--- config.mk ---
export PLATFORM = sky130hd
export DESIGN_NAME = conditional_block_skip_scanner
export DESIGN_NICKNAME = d
export VERILOG_FILES = /design/src/design/cbss_pkg.sv /design/src/design/cbss_core.sv /design/src/design/conditional_block_skip_scanner.sv
export SDC_FILE = /design/constraint.sdc
export NUM_CORES = 1
export LEC_CHECK = 0
export BUFFER_PORTS_ARGS = -buffer_cell sky130_fd_sc_hd__buf_4
export CORE_ASPECT_RATIO = 2
export CORE_UTILIZATION = 46
export CTS_CLUSTER_SIZE = 12
export DETAILED_ROUTE_END_ITERATION = 16
export PLACE_DENSITY = 0.66
export SLEW_MARGIN = 15
export SYNTH_ARGS = -nofsm -noshare
export SYNTH_HDL_FRONTEND = slang
export SYNTH_SLANG_ARGS = --single-unit
export TNS_END_PERCENT = 30
--- constraint.sdc ---
create_clock -name clock -period 2.66 [get_ports clock]
set_input_delay 0.266 -clock clock [delete_from_list [all_inputs] [get_ports clock]]
set_output_delay 0.266 -clock clock [all_outputs]
set_load 0.1 [all_outputs]
--- src/design/cbss_pkg.sv ---
`default_nettype none

package cbss_pkg;

   typedef enum logic [2:0] {
      MODE_NORMAL,
      MODE_HASH,
      MODE_WORD,
      MODE_LINE_C,
      MODE_BLOCK,
      MODE_BLOCK_STAR,
      MODE_STRING,
      MODE_STRING_Q
   } mode_type;

   typedef logic [2:0] outcome_type;

   localparam outcome_type OUT_SKIP    = 3'd0;
   localparam outcome_type OUT_ELSE    = 3'd1;
   localparam outcome_type OUT_ELIF    = 3'd2;
   localparam outcome_type OUT_ENDIF   = 3'd3;
   localparam outcome_type OUT_EOF     = 3'd4;
   localparam outcome_type OUT_EOF_STR = 3'd5;

   localparam logic [7:0] CH_NEWLINE = 8'h0a;
   localparam logic [7:0] CH_TAB     = 8'h09;
   localparam logic [7:0] CH_SPACE   = 8'h20;
   localparam logic [7:0] CH_QUOTE   = 8'h22;
   localparam logic [7:0] CH_HASH    = 8'h23;
   localparam logic [7:0] CH_STAR    = 8'h2a;
   localparam logic [7:0] CH_SLASH   = 8'h2f;
   localparam logic [7:0] CH_E       = 8'h65;

   // letters after "#e", first letter in the lowest byte
   localparam logic [31:0] WORD_LSE  = 32'h0065_736c;
   localparam logic [31:0] WORD_LIF  = 32'h0066_696c;
   localparam logic [31:0] WORD_NDIF = 32'h6669_646e;

   typedef struct packed {
      logic       step;
      logic [7:0] char_code;
      logic       end_of_input;
   } step_type;

endpackage

`default_nettype wire

--- src/design/cbss_core.sv ---
`default_nettype none

module cbss_core #(
   parameter int WORD_MAX = 6
) (
   input  wire                  clock,
   input  wire                  reset,
   input  cbss_pkg::step_type   step_in,
   output cbss_pkg::outcome_type outcome
);
   import cbss_pkg::*;

   localparam int CountW = $clog2(WORD_MAX - 1);

   mode_type            mode_ff, mode_in;
   logic                line_start_ff, line_start_in;
   logic                slash_ff, slash_in;
   logic [3:0][7:0]     letters_ff, letters_in;
   logic [CountW-1:0]   count_ff, count_in;

   logic                run_normal;
   logic                is_letter;
   logic [CountW+1:0]   count_plus2;
   outcome_type         judged;
   outcome_type         res;
   logic [7:0]          c;
   logic                eof;

   always_comb begin
      c = step_in.char_code;
      eof = step_in.end_of_input;
      is_letter = (c >= 8'h41 && c <= 8'h5a) || (c >= 8'h61 && c <= 8'h7a);
      count_plus2 = {2'b00, count_ff} + (CountW + 2)'(2);

      judged = OUT_SKIP;
      if (count_ff == CountW'(3) && letters_ff == WORD_LSE) begin
         judged = OUT_ELSE;
      end else if (count_ff == CountW'(3) && letters_ff == WORD_LIF) begin
         judged = OUT_ELIF;
      end else if (count_ff == CountW'(4) && letters_ff == WORD_NDIF) begin
         judged = OUT_ENDIF;
      end

      mode_in = mode_ff;
      line_start_in = line_start_ff;
      slash_in = slash_ff;
      letters_in = letters_ff;
      count_in = count_ff;
      res = OUT_SKIP;
      run_normal = 1'b0;

      unique case (mode_ff)
         MODE_HASH: begin
            mode_in = MODE_NORMAL;
            if (!eof && c == CH_E) begin
               mode_in = MODE_WORD;
               letters_in = '0;
               count_in = '0;
            end else begin
               run_normal = 1'b1;
            end
         end
         MODE_WORD: begin
            if (!eof && is_letter) begin
               if (count_plus2 >= (CountW + 2)'(WORD_MAX)) begin
                  mode_in = MODE_NORMAL;
                  letters_in = '0;
                  count_in = '0;
               end else begin
                  if (count_ff < CountW'(4)) begin
                     letters_in[count_ff[1:0]] = c;
                  end
                  count_in = count_ff + CountW'(1);
               end
            end else begin
               res = judged;
               mode_in = MODE_NORMAL;
               letters_in = '0;
               count_in = '0;
               run_normal = (judged == OUT_SKIP);
            end
         end
         MODE_LINE_C: begin
            if (eof) begin
               res = OUT_EOF;
            end else if (c == CH_NEWLINE) begin
               run_normal = 1'b1;
            end
         end
         MODE_BLOCK, MODE_BLOCK_STAR: begin
            if (eof) begin
               res = OUT_EOF;
            end else if (c == CH_SLASH && mode_ff == MODE_BLOCK_STAR) begin
               mode_in = MODE_NORMAL;
               slash_in = 1'b0;
            end else begin
               mode_in = (c == CH_STAR) ? MODE_BLOCK_STAR : MODE_BLOCK;
            end
         end
         MODE_STRING: begin
            if (eof) begin
               res = OUT_EOF_STR;
            end else if (c == CH_QUOTE) begin
               mode_in = MODE_STRING_Q;
            end
         end
         MODE_STRING_Q: begin
            if (!eof && c == CH_QUOTE) begin
               mode_in = MODE_STRING;
            end else begin
               run_normal = 1'b1;
            end
         end
         default: begin
            run_normal = 1'b1;
         end
      endcase

      // ordinary text handling
      if (run_normal) begin
         mode_in = MODE_NORMAL;
         if (eof) begin
            res = OUT_EOF;
         end else begin
            case (c)
               CH_NEWLINE: begin
                  line_start_in = 1'b1;
                  slash_in = 1'b0;
               end
               CH_HASH: begin
                  if (line_start_ff) begin
                     mode_in = MODE_HASH;
                  end
                  line_start_in = 1'b0;
                  slash_in = 1'b0;
               end
               CH_SLASH: begin
                  if (slash_ff) begin
                     mode_in = MODE_LINE_C;
                     slash_in = 1'b0;
                  end else begin
                     slash_in = 1'b1;
                  end
               end
               CH_STAR: begin
                  if (slash_ff) begin
                     mode_in = MODE_BLOCK;
                     slash_in = 1'b0;
                  end
               end
               CH_SPACE, CH_TAB: begin
                  slash_in = 1'b0;
               end
               CH_QUOTE: begin
                  mode_in = MODE_STRING;
               end
               default: begin
                  slash_in = 1'b0;
                  line_start_in = 1'b0;
               end
            endcase
         end
      end

      // rearm after any report
      if (res != OUT_SKIP) begin
         mode_in = MODE_NORMAL;
         line_start_in = 1'b1;
         slash_in = 1'b0;
         letters_in = '0;
         count_in = '0;
      end

      outcome = res;
   end

   always_ff @(posedge clock) begin
      if (reset) begin
         mode_ff <= MODE_NORMAL;
         line_start_ff <= 1'b1;
         slash_ff <= 1'b0;
         letters_ff <= '0;
         count_ff <= '0;
      end else if (step_in.step) begin
         mode_ff <= mode_in;
         line_start_ff <= line_start_in;
         slash_ff <= slash_in;
         letters_ff <= letters_in;
         count_ff <= count_in;
      end
   end

endmodule

`default_nettype wire

--- src/design/conditional_block_skip_scanner.sv ---
// conditional_block_skip_scanner
// Scans the source text of a false conditional block one byte per word and
// reports, for every byte, whether scanning goes on or a line-leading
// #else, #elif or #endif (or end of input) was found.
// Input channel req_: tdata carries the source byte, tlast marks end of
// input (the byte is then ignored). Result channel rsp_: tdata carries the
// 3-bit outcome code, one result word per input word.
// A word accepted on req_ is registered in the input stage, scanned by the
// core, and its outcome is registered in the output stage that drives rsp_.
// Throughput: one word per cycle while rsp_tready stays high; the scanner
// state is a single register set updated by one short transition per byte.
// After a nonzero outcome the scanner rearms to its reset state.
// Reset (synchronous, active high) empties both stages and returns the
// scanner to normal text at the start of a line.
// When rsp_tready is low the result holds, the input stage fills, and
// req_tready drops until the result word is taken; nothing is lost.
`default_nettype none

module conditional_block_skip_scanner #(
   parameter int WORD_MAX = 6
) (
   input  wire        clock,
   input  wire        reset,
   input  wire        req_tvalid,
   output logic       req_tready,
   input  wire  [7:0] req_tdata,   // [7:0] char_code
   input  wire        req_tlast,   // end_of_input
   output logic       rsp_tvalid,
   input  wire        rsp_tready,
   output logic [7:0] rsp_tdata    // [2:0] outcome, [7:3] zero
);
   import cbss_pkg::*;

   logic        in_valid_ff;
   logic [7:0]  in_char_ff;
   logic        in_eof_ff;
   logic        out_valid_ff;
   outcome_type out_code_ff;
   outcome_type core_outcome;
   logic        out_free;
   logic        move;
   step_type    step;

   assign out_free   = !out_valid_ff || rsp_tready;
   assign move       = in_valid_ff && out_free;
   assign req_tready = !in_valid_ff || out_free;

   always_comb begin
      step.step = move;
      step.char_code = in_char_ff;
      step.end_of_input = in_eof_ff;
   end

   cbss_core #(
      .WORD_MAX (WORD_MAX)
   ) u_core (
      .clock   (clock),
      .reset   (reset),
      .step_in (step),
      .outcome (core_outcome)
   );

   always_ff @(posedge clock) begin
      if (reset) begin
         in_valid_ff <= 1'b0;
      end else if (req_tready) begin
         in_valid_ff <= req_tvalid;
      end
   end

   always_ff @(posedge clock) begin
      if (req_tready && req_tvalid) begin
         in_char_ff <= req_tdata;
         in_eof_ff <= req_tlast;
      end
   end

   always_ff @(posedge clock) begin
      if (reset) begin
         out_valid_ff <= 1'b0;
      end else if (out_free) begin
         out_valid_ff <= in_valid_ff;
      end
   end

   always_ff @(posedge clock) begin
      if (move) begin
         out_code_ff <= core_outcome;
      end
   end

   assign rsp_tvalid = out_valid_ff;
   assign rsp_tdata  = {5'b00000, out_code_ff};

endmodule

`default_nettype wire

==> run metrics <==
status=complete, no violations; synth warn=0; Filler cells=559; period utilization=96.70%; Hold Crit Depth=1; First-pass DRT Iterations=4; Final min period=2572 ps; Clock Path Buffers=2; Antenna Nets Post-Route=0; post-layout worst setup margin=87.85 ps; Hold Buf Count CTS=0; most common cell after layout, fill and taps aside=dfxtp_1; H-tree depth=2; top_reg_cell synth=dfxtp_1; GRT overflow=0; register area=0.001202 mm²; worst path arrival time=between 2000 and 3000 ps; wire per inst=18.34 µm; initial antenna violation count=0; CTS buffer count=5; largest net degree at the start of global routing=41; Initial Utilization=47.83%; Worst setup SP type=register; EDFF count, synth=12; Hold Crit Class=in2reg; Synth cell types=68; Hold Slack=142.5 ps; synthesized area=0.002897 mm²; Final setup viols=0; Via density=5.969; PD cells=between 500 and 600 mW/mm²; Area growth syn-to-layout=16.72%; Net count, final=346; DIE AREA=0.006637 mm²; Syn Inst Count=302; R2R depth=7; IO Pins=23; peak supply drop=0.4523 mV; Starting DRT DRC Count=145; vias in the first global route=2485; DP Worst Slack=-57.38 ps; WS Path Type=reg2reg; GR Util All Layers=24.73%; first-pass GRT wire length=12.35 mm; syn avg cell area=9.591 µm²; Slew Limit Fails=0; most frequent cells in the layout=41 x dfxtp_1, 33 x buf_4, 32 x inv_1, 27 x nand2_1, 24 x o32ai_1; critical path data required time=2880 ps; routability cong.=0.9289; die height=114.2 µm; Critical path origin=in_char_ff[4]; async set or reset register ratio after synthesis=0%; worst slew pin tran=540.4 ps; multi-input gate area in the final layout=0.001498 mm²; Die Wd=58.11 µm; max_cap viols=0; via count=2465; clk slew on worst S/H paths=70 ps; Max Clk Rate=0.3888 GHz; sequential fraction of the synthesis area=41.47%; drt total wl=7.573 mm; core area=0.006056 mm²; Worst Path Max Fanout=6; min-delay src=req_tlast; CTS tree=done; Clock Root Buffer=clkbuf_16; max_slew headroom=around 64%; Lkg Pwr=about 1.1 nW; share of layout cells above drive strength 1=21.28%; CTS Sinks=54; Crit Reg-Reg Startpoint=in_char_ff[4]; diode count=0; port bufs=17; Residual DRC=0; Worst setup EP type=register; register bit total from synthesis=54; Final Skew=6.748 ps; worst skew pair latency=290 ps; HPWL after DPL=5.664 mm; Fin. Hold Viols=0; Rows=40
## sequential cells by signal, indices dropped and copies added (netlist names)
name and cells:
u_core.letters_ff 32, rsp_tvalid 1, u_core.line_start_ff 1, out_code_ff 3, u_core.mode_ff 3, u_core.count_ff 3, in_valid_ff 1, in_eof_ff 1
u_core.slash_ff 1, in_char_ff 8
## power by group
part	leakage [nW]	total (mW)	switching (mW)	internal, mW
sequential	0.456	0.872	0.0180	0.854
combinational	0.598	0.216	0.145	0.0711
clock	0.0896	0.790	0.292	0.498
## layout make-up
cell class	instances	share of cell area, %
Clock buffer	6	4.441
Clock inverter	2	0.9993
Inverter	33	3.664
Multi-Input combinational cell	200	44.30
Sequential cell	54	35.57
Tap cell	84	3.109
Timing Repair Buffer	34	7.920
## per-layer routing
layer  vias up  GRT usage, %  wire length, µm
met4         0         16.35              488
met5         -             0                0
li1       1179             -                -
met3        30         3.955              237
met2        74         44.75             4144
met1      1182         25.07             2703
## cells by family after synthesis
| kind of cell | count (synthesis) | synth area share, % |
|---|---|---|
| simple gates | 104 | 20.95 |
| compound gates | 83 | 25.75 |
| flops | 54 | 41.47 |
| buf+inv | 52 | 8.553 |
| fa+ha+maj | 5 | 2.160 |
| xor+xnor | 2 | 0.6049 |
| other cells | 1 | 0.1295 |
| mux | 1 | 0.3887 |
## worst paths after layout
kind | to | slack, ps
max | u_core.mode_ff[1] | 90
min reg2reg | u_core.letters_ff[4] | 470
min | in_eof_ff | 140
max reg2reg | u_core.mode_ff[1] | 90
## cells in the mapped netlist, types with 2 or more instances
cell,count,area share (%)
nor2b_1,6,1.3
o21ai_0,6,1.0
nand3_1,11,1.9
o32ai_1,24,7.3
nor3_1,9,1.6
o31ai_2,3,1.3
nor4bb_1,2,0.69
a21o_1,2,0.52
clkbuf_1,8,1.0
a31oi_1,2,0.43
a21boi_1,2,0.52
nand4_1,6,1.3
nor4_1,4,0.86
nor2_1,10,1.3
nand2_1,27,3.5
or4_1,3,0.78
o21a_1,2,0.52
and4b_1,2,0.69
inv_1,32,4.1
buf_2,2,0.35
dfxtp_1,42,29
o311a_1,2,0.69
edfxtp_1,12,12
buf_4,6,1.6
clkbuf_8,2,0.95
a21oi_1,13,2.2
a41oi_1,2,0.60
a32o_2,2,0.78
o21a_4,4,2.1
nor3b_1,6,1.6
ha_1,5,2.2
o41ai_1,2,0.60
nor3b_2,2,0.86
and2_1,2,0.43
and3_1,3,0.65
nor4b_1,2,0.60
## critical path: stages, from the launching register on
cell and delay (ps):
edfxtp_1 520, or4b_2 700, nor3_1 470, nand2_1 130, a21oi_1 170, nor2_1 50, mux2_2 280, nor3_1 180
## metrics by stage
step / util [%] / setup TNS [ps] / instance area [µm²] / total power [mW] / cells
detailed placement: 51.74 / -1406 / 3133 / 1.096 / 403
finish: 55.83 / 0 / 3381 / 1.878 / 413
global route: 55.83 / -5.768 / 3381 / 1.931 / 413
floorplan: - / 0 / 2912 / 1.045 / 306
global placement: 51.74 / -2120 / 3133 / 1.094 / 403
CTS: 55.33 / 0 / 3351 / 1.884 / 413
## repair_timing
item / CTS / global route
endpoints found under the setup margin: 35 / 40
resized for setup: 1 / 6
pin swaps: 1 / 0
buffers inserted: 2 / 0
(Power assumes the default switching activity.)
